<file path="config.mk">
export PLATFORM = sky130hd
export DESIGN_NAME = rsf_ctrl
export DESIGN_NICKNAME = d
export VERILOG_FILES = /design/src/rtl/rsf_pkg.sv /design/src/rtl/rsf_ctrl.sv
export SDC_FILE = /design/constraint.sdc
export NUM_CORES = 1
export LEC_CHECK = 0
export ABC_AREA = 1
export BUFFER_PORTS_ARGS = -buffer_cell sky130_fd_sc_hd__clkbuf_2
export CORE_AREA = 2 2 39 41
export DETAILED_ROUTE_END_ITERATION = 16
export DIE_AREA = 0 0 41 43
export GPL_TIMING_DRIVEN = 0
export PLACE_DENSITY = 0.42
export SLEW_MARGIN = 10
export SYNTH_ARGS = -nofsm -noshare
export SYNTH_HDL_FRONTEND = slang
export SYNTH_SLANG_ARGS = --single-unit
export TNS_END_PERCENT = 5
</file>
<file path="constraint.sdc">
create_clock -name clk -period 1.4 [get_ports clk]
set_input_delay 0.07 -clock clk [delete_from_list [all_inputs] [get_ports clk]]
set_output_delay 0.07 -clock clk [all_outputs]
set_load 0.02 [all_outputs]
</file>
<file path="src/rtl/rsf_pkg.sv">
// rsf_pkg: shared types and constants of the record slot fifo
// no dependencies; imported by rsf_ctrl, rsf_dp and record_slot_fifo_top
package rsf_pkg;

	// fixed field widths
	localparam int BYTE_W = 8;
	localparam int LEN_W  = 7;
	localparam int CNT_W  = 4;
	localparam int CFG_W  = 7;
	localparam int IDX_W  = 1;

	// configuration register indexes
	localparam logic [IDX_W-1:0] REG_SLOTS = 1'b0;
	localparam logic [IDX_W-1:0] REG_LIMIT = 1'b1;

	// configuration reset values
	localparam logic [CNT_W-1:0] SLOTS_RESET = 4'd8;
	localparam logic [LEN_W-1:0] LIMIT_RESET = 7'd64;

	// operation codes of an input item
	typedef enum logic [1:0] {
		OP_PUSH  = 2'd0,
		OP_POP   = 2'd1,
		OP_CLEAR = 2'd2,
		OP_NOP   = 2'd3
	} op_t;

	// result status codes
	typedef enum logic [1:0] {
		ST_OK      = 2'd0,
		ST_FULL    = 2'd1,
		ST_TOOLONG = 2'd2,
		ST_EMPTY   = 2'd3
	} status_t;

	// controller states
	typedef enum logic [1:0] {
		S_IDLE,
		S_POP_LEN,
		S_STREAM
	} state_t;

	// controller to datapath commands
	typedef struct packed {
		logic take;        // input item accepted
		logic pop_first;   // length known and nonzero: fetch first byte
		logic pop_zero;    // length known and zero: emit single result
		logic stream_load; // move fetched byte into the result register
	} cmd_t;

	// datapath to controller status
	typedef struct packed {
		logic out_free;    // result register can take a new result
		logic held_zero;   // no record held
		logic len_zero;    // popped record has no bytes
		logic at_last;     // fetched byte is the last of the record
	} stat_t;

endpackage

</file>
<file path="src/rtl/rsf_ctrl.sv">
// rsf_ctrl: controller state machine of the record slot fifo
// depends on rsf_pkg; drives the datapath through cmd_t, watches stat_t
module rsf_ctrl import rsf_pkg::*; (
	input  logic  clk,
	input  logic  arst_n,
	input  logic  in_valid,
	input  logic  [1:0] operation,
	output logic  in_ready,
	output cmd_t  cmd,
	input  stat_t stat
);

	state_t state_q, state_nx;

	// state register
	always_ff @(posedge clk or negedge arst_n) begin
		if (!arst_n) begin
			state_q <= S_IDLE;
		end else begin
			state_q <= state_nx;
		end
	end

	// next state
	always_comb begin
		state_nx = state_q;
		case (state_q)
			S_IDLE: begin
				if (in_valid && stat.out_free && op_t'(operation) == OP_POP
						&& !stat.held_zero) begin
					state_nx = S_POP_LEN;
				end
			end
			S_POP_LEN: begin
				if (!stat.len_zero) begin
					state_nx = S_STREAM;
				end else if (stat.out_free) begin
					state_nx = S_IDLE;
				end
			end
			S_STREAM: begin
				if (stat.out_free && stat.at_last) begin
					state_nx = S_IDLE;
				end
			end
			default: state_nx = S_IDLE;
		endcase
	end

	// outputs
	always_comb begin
		in_ready = 1'b0;
		cmd      = '0;
		case (state_q)
			S_IDLE: begin
				in_ready = stat.out_free;
				cmd.take = in_valid && stat.out_free;
			end
			S_POP_LEN: begin
				cmd.pop_first = !stat.len_zero;
				cmd.pop_zero  = stat.len_zero && stat.out_free;
			end
			S_STREAM: begin
				cmd.stream_load = stat.out_free;
			end
			default: begin
				in_ready = 1'b0;
			end
		endcase
	end

endmodule

</file>
Yosys cells after proc, flatten, opt, wreduce, memory -nomap -nowiden
Cells that the tools add are included.
{"block": "totals", "input_bits": 9, "output_inout_bits": 5, "word_cells": 25, "reg_bits": 2}
{"block": "classes", "n_reduce_logical": 9, "mux": 9, "eq_ne": 6}
{"operator": "2-to-1 mux 2 bit", "n": 5}
{"operator": "one-hot mux 2 bit (3 select lines)", "n": 1}
{"operator": "logical AND 1 bit", "n": 5}
{"operator": "equality test 2 x 1 -> 1 bit (second input constant)", "n": 2}
{"operator": "!= test 2 bit (second input constant)", "n": 2}
{"operator": "2-to-1 mux 1 bit", "n": 3}
{"operator": "!= test 3 bit (second input constant)", "n": 1}
{"operator": "AND reduction 3 bit", "n": 1}
{"operator": "equality test 2 bit (second input constant)", "n": 1}
{"operator": "zero test 1 bit", "n": 2}
{"operator": "zero test 2 bit", "n": 1}

Longest topological paths before layout
Gate-level depths: netlist (run 1).
{"block": "depth", "ltp_word": 5, "depth_mapped": 6, "mapped_depth_nobuf": 6}

Least setup slack after synthesis (run 1)
No wires, ideal clock.
{"block": "synth_path", "path_kind": "register -> output", "start": "reg state_q[1]", "end": "out cmd[3] in the netlist's numbering", "n_path_buf": 0, "slack_ps": 468, "t_arrival_ps": 862, "path_stages_with_launch": 4, "cell_sequence": "dfrtp_1 > nor2_1 > inv_1 > nor2_1"}
{"element": "start, declared", "line": "rsf_ctrl.sv:13", "text": "state_t state_q, state_nx;"}
{"element": "start signal, assigned", "line": "rsf_ctrl.sv:20", "text": "state_q <= state_nx;"}
{"element": "end, declared", "line": "rsf_ctrl.sv:9", "text": "output cmd_t cmd,"}

==> results of run 1 <==
-- cells by family (layout without fill, tap and decap cells) --
kind of cell / after synthesis / count (layout) / share of synthesized area (%)
AND/OR/NAND/NOR: 20 / 20 / 50.0
AO/OA/AOI/OAI: 1 / 1 / 2.81
flip-flops: 2 / 2 / 28.2
buffers and inverters: 8 / 25 / 19.0
-- final cells by class --
class	count	area share, %
well taps	16	6.78
plain buffers	1	2.54
flip-flops and latches	2	16.9
multi-input cells	21	31.8
clock buffers	3	7.63
repair buffers	14	25.4
inverters	7	8.90
-- layout by cell type, fill, tap and decap left out --
cell,Yosys,layout
sky130_fd_sc_hd__a21oi_1,1,1
sky130_fd_sc_hd__buf_4,1,1
sky130_fd_sc_hd__clkbuf_2,0,13
sky130_fd_sc_hd__clkbuf_4,0,3
sky130_fd_sc_hd__dfrtp_1,2,2
sky130_fd_sc_hd__dlygate4sd3_1,0,1
sky130_fd_sc_hd__inv_1,5,5
sky130_fd_sc_hd__inv_2,2,2
sky130_fd_sc_hd__nand2_1,7,7
sky130_fd_sc_hd__nand3_1,4,4
sky130_fd_sc_hd__nor2_1,5,5
sky130_fd_sc_hd__nor2_2,2,2
sky130_fd_sc_hd__nor3_1,1,1
sky130_fd_sc_hd__or2_1,1,1
-- how the worst max path moves through the flow --
stage	end	cells past startpoint	start	slack (ps)
after floorplan	cmd[3]	3	state_q[1]	470
after global placement	cmd[2]	5	state_q[1]	390
after detailed placement	cmd[2]	5	state_q[1]	390
after CTS	cmd[2]	5	state_q[1]	150
after global routing	cmd[2]	5	state_q[1]	80
final	cmd[2]	5	state_q[1]	170
-- critical path: cells and delay by family, from the launching register on --
kind / cells / cell delay (ps)
AND/OR/NAND/NOR: 2 / 230
buffers and inverters: 3 / 290
flip-flops: 1 / 410
-- power groups by stage --
stage / Combinational [mW] / Clock [mW] / Sequential [mW]
after detailed placement: 0.0512 / 0 / 0.0648
after global placement: 0.0508 / 0 / 0.0648
after floorplan: 0.0280 / 0 / 0.0641
after CTS: 0.0535 / 0.137 / 0.0641
final: 0.0521 / 0.126 / 0.0640
after global routing: 0.0599 / 0.146 / 0.0644
-- per-stage QoR --
step                std cells  worst slack [ps]  util [%]  power, mW  instance area [µm²]
floorplan                  31               468         -     0.0921                  178
global route               64              75.5      21.3      0.270                  295
detailed placement         60               391      19.0      0.116                  263
global placement           60               389      19.0      0.116                  263
CTS                        64               145      21.3      0.254                  295
finish                     64               170      21.3      0.242                  295
-- metal layers --
metal,up-vias,wire (µm),global-route usage (%)
li1,127,-,-
met1,100,181,8.36
met2,6,259,10.3
met3,0,19,3.14
met4,0,0,6.00
met5,-,0,0
==> parameters.txt, run 1 <==
Parameter                              Value

STA
  Setup TNS Final    0 ps
  Post-route worst hold slack    about 120 ps
  Final period demand of the worst path    approximately 1200 ps
  Max Transition Viols Final    0
  Pin slew with the least headroom to its limit    approximately 160 ps
  Relative slew margins    slightly below 90%
  Maximum clock rate    0.813 GHz
  Fraction of the cycle the final worst path needs    87.9%
  RSZ-0062 raised after global routing    false
  Final Skew    1.96 ps
  Final hold viol count    0
  Final setup fails    0

Setup path
  Required time of the worst setup path    1330 ps
  Slowest cell on the critical path    sky130_fd_sc_hd__dfrtp_1
  Most common cell on crit path    sky130_fd_sc_hd__nor2_2
  Element type at the critical path end    output pin
  Critical path type    flip-flop to output pin
  Worst flop-to-flop path startpoint    state_q[1]
  Largest stage delay, worst path    ~410 ps
  Worst setup SP type    flip-flop
  Worst R2R Setup Slack    about 460 ps
  Cell-by-cell listing of the critical path    nor2_2 > inv_2 > nor2_2 > buf_4 > clkbuf_2
  Data arrival time of the worst path    about 1200 ps
  Reg2reg path depth    3
  CP Max Fanout    5
  End of the worst register-to-register path    state_q[1]

Power and ir drop
  Internal power    ~180 µW
  Power density over the cells    821 mW/mm²
  Switching component of the power    approximately 65 µW
  Reported leakage power    between 0.15 and 0.2 nW
  Relative contribution of sequential cells to total power    approximately a quarter
  Power share of the combinational group    between 20% and 30%
  Maximum vdd drop    0.000345 V
  Clock group share of total power    between 50% and 60%
  Net Sw Frac    26.7%

GRT
  Global-route wire length before repair    between 800 and 900 µm
  Number of global-route vias before repair    230
  Grt total ovfl    0
  Initial antenna violation count    0
  Maximum number of pins on one net before global-route repair    6
  Global-route usage over all layers    under 10%

Layout
  Registers with the highest flip-flop counts    state_q (2)
  Area occupied by multi-input gates    between 90 and 100 µm²
  Register containing the most flip-flops in the final layout    state_q
  Total of fill cells in the finished design    166
  Max reg flops    2
  Syn-to-layout area delta    66.2%
  Antenna cells    0
  Share of post-route cells with drive strength above 1    a little over two fifths
  Final #Nets    between 50 and 60
  Storage element area    between 50 and 60 µm²

CTS
  Worst-skew pair later-pin latency    between 200 and 250 ps
  Root buffer cell    sky130_fd_sc_hd__clkbuf_4
  Clock Sink Count    2
  Clock tree buffer depth    2
  Buffers inserted during post-CTS setup optimization    0
  Total of cells resized after clock tree synthesis    0
  Clock tree from TritonCTS    built
  Clk slew on worst S/H paths    about 30 ps
  Number of hold-repair buffers added at the cts stage    1
  H-tree depth    1
  Inserted Clock Buffers    3

Worst hold path
  Hold endpoint    state_q[0]
  Class of the tightest hold or removal check    input pin to flip-flop
  Launch instance of the worst min-delay path    stat[2]
  Hold path cells    4

Logic synthesis
  Gate Count Post-Synth    31
  Post-Syn Nets    40
  Part of the Yosys area used for sequential elements    about 28%
  Number of register bits inferred by synthesis    2
  Area fraction of the dominant cell type after synthesis    about 28%
  Most repeated cell in the gate-level netlist after synthesis    sky130_fd_sc_hd__nand2_1
  Top cells by area in the synthesized netlist    sky130_fd_sc_hd__dfrtp_1 28%, sky130_fd_sc_hd__nand2_1 15%, sky130_fd_sc_hd__nand3_1 11%, sky130_fd_sc_hd__inv_1 11%, sky130_fd_sc_hd__nor2_1 11%
  Count of unique library cells instantiated by Yosys    11
  Number of enable-type register cells in the synthesized netlist    0
  Commonest cells post-synth    7 x sky130_fd_sc_hd__nand2_1, 5 x sky130_fd_sc_hd__inv_1, 5 x sky130_fd_sc_hd__nor2_1
  Ys flop type    sky130_fd_sc_hd__dfrtp_1
  Post-synthesis instance area    178 µm²
  Cell taking the most area after synthesis    sky130_fd_sc_hd__dfrtp_1
  Mapped Avg Cell Area    about 5.7 µm²
  Syn. warnings    0
  Share of flip-flops with an asynchronous set or reset after synthesis    100%

Die
  Chip Width    between 40 and 50 µm
  Num ports    14
  Row count    14
  Die Y-Extent    ~43 µm
  Die footprint    roughly 0.0018 mm²
  Core Region    0.00138 mm²
  Effective utilization at floorplan    between 10% and 20%

Drt
  Sum of routed wire length over all layers    around 460 µm
  Detailed router's first-iteration violation count    1
  Post-detailed-route count of antenna-violating nets    0
  Average routed wire per standard cell    7.20 µm
  Via count normalized by instance count    between 3 and 4
  Detailed-router iteration count before antenna repair    2
  Remaining routing DRC violations    0
  Total vias in the final route    roughly 230

Status
  Result of the run    completed

Placed design
  Final GP Congestion    between 0.7 and 0.8
  IO buf count    13

Run
  Max-capacitance violation count    0
No activity file was read; power rests on OpenSTA's default activity.
==> run 2, diff against run 1 <==
--- a/config.mk
+++ b/config.mk
@@ -12,6 +12,7 @@
 export DIE_AREA = 0 0 41 43
 export GPL_TIMING_DRIVEN = 0
 export PLACE_DENSITY = 0.42
+export REMOVE_ABC_BUFFERS = 1
 export SLEW_MARGIN = 10
 export SYNTH_ARGS = -nofsm -noshare
 export SYNTH_HDL_FRONTEND = slang
==> parameters.txt, run 2 (synthesis results as in run 1) <==
Parameter                              Value

STA
  RSZ-0062 raised after global routing    false (unchanged)
  Final Skew    4.43 ps (was 1.96 ps)
  Relative slew margins    88.2% (was 89.0%)
  Max Transition Viols Final    0 (unchanged)
  Maximum clock rate    0.845 GHz (was 0.813 GHz)
  Setup TNS Final    0 ps (unchanged)
  Fraction of the cycle the final worst path needs    84.6% (was 87.9%)
  Final hold viol count    0 (unchanged)
  Pin slew with the least headroom to its limit    177 ps (was 164 ps)
  Final setup fails    0 (unchanged)
  Final period demand of the worst path    1180 ps (was 1230 ps)

GRT
  Initial antenna violation count    0 (unchanged)
  Grt total ovfl    0 (unchanged)
  Maximum number of pins on one net before global-route repair    6 (unchanged)
  Global-route wire length before repair    855 µm (unchanged)
  Number of global-route vias before repair    227 (was 230)
  Global-route usage over all layers    7.43% (unchanged)

Layout
  Finished Core Util    20.8% (was 21.3%)
  Storage element area    50.0 µm² (unchanged)
  Max reg flops    2 (unchanged)
  Total of fill cells in the finished design    160 (was 166)
  Area occupied by multi-input gates    93.8 µm² (unchanged)
  Registers with the highest flip-flop counts    state_q (2) (unchanged)
  Register containing the most flip-flops in the final layout    state_q (unchanged)
  Antenna cells    0 (unchanged)
  Syn-to-layout area delta    62.0% (was 66.2%)
  Final #Nets    58 (was 59)
  Highest-count cells in the layout ignoring fill and taps    13 x sky130_fd_sc_hd__clkbuf_2, 7 x sky130_fd_sc_hd__nand2_1, 5 x sky130_fd_sc_hd__inv_1, 5 x sky130_fd_sc_hd__nor2_1, 4 x sky130_fd_sc_hd__nand3_1 (unchanged)
  Most common cell after layout, fill and taps aside    sky130_fd_sc_hd__clkbuf_2 (unchanged)
  Share of post-route cells with drive strength above 1    42.6% (was 43.8%)

CTS
  H-tree depth    1 (unchanged)
  Clock tree buffer depth    2 (unchanged)
  Clock tree from TritonCTS    built (unchanged)
  Clock Sink Count    2 (unchanged)
  Clk slew on worst S/H paths    30 ps (about the same)
  Buffers inserted during post-CTS setup optimization    0 (unchanged)
  Worst-skew pair later-pin latency    220 ps (about the same)
  Root buffer cell    sky130_fd_sc_hd__clkbuf_4 (unchanged)
  Inserted Clock Buffers    3 (unchanged)

Power and ir drop
  Maximum vdd drop    0.000322 V (was 0.000345 V)
  Power density over the cells    850 mW/mm² (was 821 mW/mm²)
  Reported leakage power    0.177 nW (was 0.182 nW)
  Total Power Consumption    245 µW (was 242 µW)

Setup path
  Most common cell on crit path    sky130_fd_sc_hd__nor2_1 (was sky130_fd_sc_hd__nor2_2)
  Worst R2R Setup Slack    450 ps (was 460 ps)
  Critical path type    flip-flop to output pin (unchanged)
  Cell depth of the worst setup path    4 (was 5)
  Number of buffers and inverters on the critical path    2 (was 3)
  Element type at the critical path end    output pin (unchanged)
  Largest stage delay, worst path    420 ps (was 410 ps)
  Slowest cell on the critical path    sky130_fd_sc_hd__dfrtp_1 (unchanged)
  CP Max Fanout    5 (unchanged)
  End of the worst register-to-register path    state_q[1] (unchanged)
  Data arrival time of the worst path    1110 ps (was 1160 ps)
  Critical path capture point    in_ready (was cmd[2])
  Worst setup SP type    flip-flop (unchanged)
  Worst flop-to-flop path startpoint    state_q[1] (unchanged)
  CP Launch Point    state_q[1] (unchanged)
  Reg2reg path depth    3 (unchanged)
  Cell-by-cell listing of the critical path    nor2_1 > inv_1 > nor2_1 > clkbuf_2 (was nor2_2 > inv_2 > nor2_2 > buf_4 > clkbuf_2)
  Gate family responsible for the most delay along the worst path    flip-flops (unchanged)
  Required time of the worst setup path    1330 ps (about the same)

Die
  Chip Width    41 µm (unchanged)
  Row count    14 (unchanged)
  Effective utilization at floorplan    12.8% (unchanged)
  Die footprint    0.00176 mm² (unchanged)
  Core Region    0.00138 mm² (unchanged)
  Die Y-Extent    43 µm (unchanged)
  Num ports    14 (unchanged)

Status
  Result of the run    completed (unchanged)

Drt
  Total vias in the final route    216 (was 233)
  Post-detailed-route count of antenna-violating nets    0 (unchanged)
  Via count normalized by instance count    3.43 (was 3.64)
  Average routed wire per standard cell    7.87 µm (was 7.20 µm)
  Detailed router's first-iteration violation count    4 (was 1)
  Detailed-router iteration count before antenna repair    2 (unchanged)
  Sum of routed wire length over all layers    496 µm (was 461 µm)
  Remaining routing DRC violations    0 (unchanged)

Placed design
  Dpl hpwl    just under 400 µm
  Final GP Congestion    0.706 (was 0.719)
  IO buf count    13 (unchanged)

Run
  Max-capacitance violation count    0 (unchanged)

Worst hold path
  Class of the tightest hold or removal check    input pin to flip-flop (unchanged)
-- run 2: repair_timing --
action                                 CTS  global route
gates resized for setup                  0             0
hold buffers                             1             0
endpoints found under the hold margin    2             0
-- run 2: where the power goes --
part | leakage, nW | internal, mW | switching [mW]
logic | 0.136 | 0.0219 | 0.0302
clock network | 0.0138 | 0.0947 | 0.0336
registers | 0.0276 | 0.0608 | 0.00339
total | 0.177 | 0.177 | 0.0672
-- run 2: per-stage QoR --
| stage | setup WS [ps] | instances | instance area, µm² | hold slack [ps] |
|---|---|---|---|---|
| after detailed placement | 440 | 59 | 255 | -141 |
| after global placement | 441 | 59 | 255 | -141 |
| after floorplan | 429 | 30 | 170 | -226 |
| final | 216 | 63 | 288 | 114 |
| after global routing | 86.4 | 63 | 288 | 121 |
| after CTS | 195 | 63 | 288 | 113 |
-- run 2: layout make-up --
type	instances	area share (%)
Clock buffer	3	7.83
Sequential cell	2	17.4
Timing Repair Buffer	14	26.1
Multi-Input combinational cell	21	32.6
Inverter	7	9.13
Tap cell	16	6.96
-- run 2: worst min-delay path by stage --
stage,startpoint,end,slack (ps),cells past startpoint
6_report,stat[2],state_q[0],110,4
5_1_grt,stat[2],state_q[0],120,4
4_1_cts,stat[2],state_q[0],110,4
3_5_place_dp,arst_n,state_q[1],-140,1
3_3_place_gp,arst_n,state_q[1],-140,1
2_1_floorplan,arst_n,state_q[0],-230,0
-- run 2: routing by layer --
layer  vias to the layer above  part of all wire, %  GRT usage [%]
li1                        123                    -              -
met1                        86                   48           9.65
met2                         7                   49           9.06
met3                         0                  3.2           4.71
met4                         0                    0           4.00
met5                         -                    0              0
-- run 2: worst register-to-register path, delay by kind of cell (launching register included) --
| kind | cells | cell delay, ps |
|---|---|---|
| flops | 1 | 420 |
| compound gates | 1 | 50 |
| simple gates | 2 | 360 |
==> run 3, diff against run 2 <==
--- a/config.mk
+++ b/config.mk
@@ -5,13 +5,13 @@
 export SDC_FILE = /design/constraint.sdc
 export NUM_CORES = 1
 export LEC_CHECK = 0
-export ABC_AREA = 1
+export ABC_AREA = 0
 export BUFFER_PORTS_ARGS = -buffer_cell sky130_fd_sc_hd__clkbuf_2
 export CORE_AREA = 2 2 39 41
 export DETAILED_ROUTE_END_ITERATION = 16
 export DIE_AREA = 0 0 41 43
 export GPL_TIMING_DRIVEN = 0
-export PLACE_DENSITY = 0.42
+export PLACE_DENSITY = 0.4
 export REMOVE_ABC_BUFFERS = 1
 export SLEW_MARGIN = 10
 export SYNTH_ARGS = -nofsm -noshare
==> constraint.sdc (replaced) <==
create_clock -name clk -period 1.03 [get_ports clk]
set_input_delay 0.0515 -clock clk [delete_from_list [all_inputs] [get_ports clk]]
set_output_delay 0.0515 -clock clk [all_outputs]
set_load 0.02 [all_outputs]
==> parameters.txt, run 3 <==
Parameter                              Value

Status
  Result of the run    finished, violations left (was completed)
  Violations in the final reports    negative setup slack

Placed design
  IO buf count    13 (unchanged)
  Final GP Congestion    0.646 (was 0.706)
  Dpl hpwl    315 µm (was 396 µm)

Logic synthesis
  Ys flop type    sky130_fd_sc_hd__dfrtp_1 (unchanged)
  Count of unique library cells instantiated by Yosys    12 (was 11)
  Number of enable-type register cells in the synthesized netlist    0 (unchanged)
  Gate Count Post-Synth    15 (was 31)
  Share of flip-flops with an asynchronous set or reset after synthesis    100% (unchanged)
  Syn. warnings    0 (unchanged)
  Commonest cells post-synth    2 x sky130_fd_sc_hd__dfrtp_1, 2 x sky130_fd_sc_hd__nand2_1, 2 x sky130_fd_sc_hd__nor3b_2 (was 7 x sky130_fd_sc_hd__nand2_1, 5 x sky130_fd_sc_hd__inv_1, 5 x sky130_fd_sc_hd__nor2_1)
  Area fraction of the dominant cell type after synthesis    33.9% (was 28.2%)
  Post-synthesis instance area    148 µm² (was 178 µm²)
  Part of the Yosys area used for sequential elements    33.9% (was 28.2%)
  Mapped Avg Cell Area    9.84 µm² (was 5.73 µm²)
  Top cells by area in the synthesized netlist    sky130_fd_sc_hd__dfrtp_1 34%, sky130_fd_sc_hd__nor3b_2 17%, sky130_fd_sc_hd__nor4bb_1 6.8%, sky130_fd_sc_hd__a31o_2 5.9%, sky130_fd_sc_hd__o2bb2ai_1 5.9% (was sky130_fd_sc_hd__dfrtp_1 28%, sky130_fd_sc_hd__nand2_1 15%, sky130_fd_sc_hd__nand3_1 11%, sky130_fd_sc_hd__inv_1 11%, sky130_fd_sc_hd__nor2_1 11%)
  Cell taking the most area after synthesis    sky130_fd_sc_hd__dfrtp_1 (unchanged)
  Number of register bits inferred by synthesis    2 (unchanged)

CTS
  Clk slew on worst S/H paths    30 ps (about the same)
  Root buffer cell    sky130_fd_sc_hd__clkbuf_4 (unchanged)
  Clock tree from TritonCTS    built (unchanged)
  H-tree depth    1 (unchanged)
  Clock Sink Count    2 (unchanged)
  Inserted Clock Buffers    3 (unchanged)
  Clock tree buffer depth    2 (unchanged)
  Worst-skew pair later-pin latency    220 ps (about the same)

GRT
  Global-route usage over all layers    6.33% (was 7.43%)
  Global-route wire length before repair    690 µm (was 855 µm)
  Grt total ovfl    0 (unchanged)
  Number of global-route vias before repair    161 (was 227)
  Maximum number of pins on one net before global-route repair    6 (unchanged)
  Met2 Use GR    5.00% (was 9.06%)
  Global-route track usage on met3    6.28% (was 4.71%)
  Met1 track utilization from global routing    9.35% (was 9.65%)
  Busiest metal layer after global routing    met1 (unchanged)
  Initial antenna violation count    0 (unchanged)

Drt
  Total vias in the final route    180 (was 216)
  Via count normalized by instance count    3.60 (was 3.43)
  Sum of routed wire length over all layers    405 µm (was 496 µm)
  Detailed-router iteration count before antenna repair    2 (unchanged)
  Average routed wire per standard cell    8.10 µm (was 7.87 µm)
  Detailed router's first-iteration violation count    1 (was 4)
  Post-detailed-route count of antenna-violating nets    0 (unchanged)
  Remaining routing DRC violations    0 (unchanged)

STA
  Final period demand of the worst path    roughly 1200 ps
  RSZ-0062 raised after global routing    true (was false)
  Final Skew    4.64 ps (was 4.43 ps)
  Post-route worst hold slack    94.6 ps (was 114 ps)
  Final hold viol count    0 (unchanged)
  Final setup fails    5 (was 0)
  Pin slew with the least headroom to its limit    221 ps (was 177 ps)
  Fraction of the cycle the final worst path needs    118%
  Maximum clock rate    slightly above 0.8 GHz
  Relative slew margins    85.1% (was 88.2%)
  Final Worst Setup Slack    -188 ps (was 216 ps)
  Max Transition Viols Final    0 (unchanged)
  Setup TNS Final    -659 ps (was 0 ps)

Die
  Num ports    14 (unchanged)
  Row count    14 (unchanged)
  Die Y-Extent    43 µm (unchanged)
  Effective utilization at floorplan    10.7% (was 12.8%)
  Die footprint    0.00176 mm² (unchanged)
  Chip Width    41 µm (unchanged)
  Core Region    0.00138 mm² (unchanged)

Setup path
  Cell-by-cell listing of the critical path    buf_4 > nor3b_2 > buf_4 (was nor2_1 > inv_1 > nor2_1 > clkbuf_2)
  Required time of the worst setup path    980 ps (was 1330 ps)
  CP Max Fanout    3 (was 5)
  Data arrival time of the worst path    1170 ps (was 1110 ps)
  Number of buffers and inverters on the critical path    2 (unchanged)
  Gate family responsible for the most delay along the worst path    flip-flops (unchanged)
  Largest stage delay, worst path    420 ps (about the same)
  Slowest cell on the critical path    sky130_fd_sc_hd__dfrtp_2 (was sky130_fd_sc_hd__dfrtp_1)
  Worst setup SP type    flip-flop (unchanged)
  Element type at the critical path end    output pin (unchanged)
  Most common cell on crit path    sky130_fd_sc_hd__buf_4 (was sky130_fd_sc_hd__nor2_1)
  Critical path type    flip-flop to output pin (unchanged)

Power and ir drop
  Maximum vdd drop    0.000705 V (was 0.000322 V)
  Clock group share of total power    49.9% (was 52.5%)
  Power share of the combinational group    24.3% (was 21.3%)
  Reported leakage power    0.154 nW (was 0.177 nW)
  Relative contribution of sequential cells to total power    25.7% (was 26.2%)
  Switching component of the power    79.9 µW (was 67.2 µW)
  Internal power    260 µW (was 177 µW)
  Net Sw Frac    23.5% (was 27.5%)
  Power density over the cells    1080 mW/mm² (was 850 mW/mm²)

Layout
  Finished Core Util    22.7% (was 20.8%)
  Most common cell after layout, fill and taps aside    sky130_fd_sc_hd__clkbuf_2 (unchanged)
  Register containing the most flip-flops in the final layout    state_q (unchanged)
  Antenna cells    0 (unchanged)
  Final #Nets    45 (was 58)
  Syn-to-layout area delta    113% (was 62.0%)
  Highest-count cells in the layout ignoring fill and taps    8 x sky130_fd_sc_hd__clkbuf_2, 6 x sky130_fd_sc_hd__buf_4, 3 x sky130_fd_sc_hd__clkbuf_4, 2 x sky130_fd_sc_hd__nand2_1, 2 x sky130_fd_sc_hd__dfrtp_2 (was 13 x sky130_fd_sc_hd__clkbuf_2, 7 x sky130_fd_sc_hd__nand2_1, 5 x sky130_fd_sc_hd__inv_1, 5 x sky130_fd_sc_hd__nor2_1, 4 x sky130_fd_sc_hd__nand3_1)
  Max reg flops    2 (unchanged)
  Registers with the highest flip-flop counts    state_q (2) (unchanged)
  Share of post-route cells with drive strength above 1    79.4% (was 42.6%)

Worst hold path
  Class of the tightest hold or removal check    input pin to flip-flop (unchanged)

Run
  Max-capacitance violation count    0 (unchanged)
## run 3: cell count changes in the layout (fill, tap and decap cells not counted), moves of 2 or more
cell | before | now
sky130_fd_sc_hd__buf_4 | 0 | 6
sky130_fd_sc_hd__clkbuf_2 | 13 | 8
sky130_fd_sc_hd__nand2_1 | 7 | 2
sky130_fd_sc_hd__nor2_1 | 5 | 0
sky130_fd_sc_hd__inv_1 | 5 | 1
sky130_fd_sc_hd__nand3_1 | 4 | 0
sky130_fd_sc_hd__dfrtp_1 | 2 | 0
sky130_fd_sc_hd__dfrtp_2 | 0 | 2
sky130_fd_sc_hd__inv_2 | 2 | 0
sky130_fd_sc_hd__nor2_2 | 2 | 0
## run 3: worst paths after layout
check	startpoint	to	slack [ps]	cells past startpoint
min in group asynchronous	arst_n	state_q[1]	150	2
hold reg to reg	state_q[1]	state_q[0]	600	2
setup / recovery	state_q[1]	cmd[2]	-190	3
hold / removal	stat[2]	state_q[0]	90	3
max in group asynchronous	arst_n	state_q[0]	760	2
setup reg to reg	state_q[1]	state_q[1]	70	3
## run 3: area by class of cell
class / count / area, µm²
Tap cell: 16 / 20.0
Sequential cell: 2 / 52.6
Timing Repair Buffer: 17 / 115
Inverter: 1 / 3.75
Clock buffer: 3 / 22.5
Multi-Input combinational cell: 11 / 100
Fill cell: 153 / 1070
## run 3: timing repair
action	CTS	global route
setup buffers	3	0
hold endpoints to repair	2	0
gates cloned	0	0
pin swaps	2	3
resized for setup	3	12
hold buffers	1	0
endpoints found under the setup margin	5	5
## run 3: logic make-up (layout without fill, tap and decap cells)
logic type	after synthesis	after routing	share of synthesized area, %
AND/OR/NAND/NOR	9	9	46.6
AO/OA/AOI/OAI	2	2	11.9
flip-flops	2	2	33.9
buffers and inverters	2	21	7.63
## run 3: power by group through the flow
stage          clock network, mW  registers (mW)  logic (mW)
2_1_floorplan                  0          0.0873      0.0271
3_3_place_gp                   0          0.0886      0.0546
3_5_place_dp                   0          0.0885      0.0541
4_1_cts                    0.179          0.0862      0.0748
5_1_grt                    0.192          0.0878      0.0901
6_report                   0.170          0.0875      0.0829
## run 3: through the flow
stage	total power, mW	setup WS [ps]	std cells	cell area [µm²]
after detailed placement	0.143	-3.54	43	225
final	0.340	-188	50	314
after CTS	0.340	-211	50	290
after global routing	0.370	-233	50	314
after floorplan	0.114	-129	14	140
after global placement	0.143	-14.2	43	225
## run 3: routing by layer
metal,routed length (µm),share of wire [%]
met5,0,0
met3,69,17
met1,224,55
met4,0,0
met2,112,28
## run 3: worst register-to-register path: cells and delay by family, from the launching register on
family                 cells  cell delay (ps)
and+or+nand+nor            1              190
AOI/OAI and AO/OA          1              130
DFF                        1              420
buffers and inverters      1              150
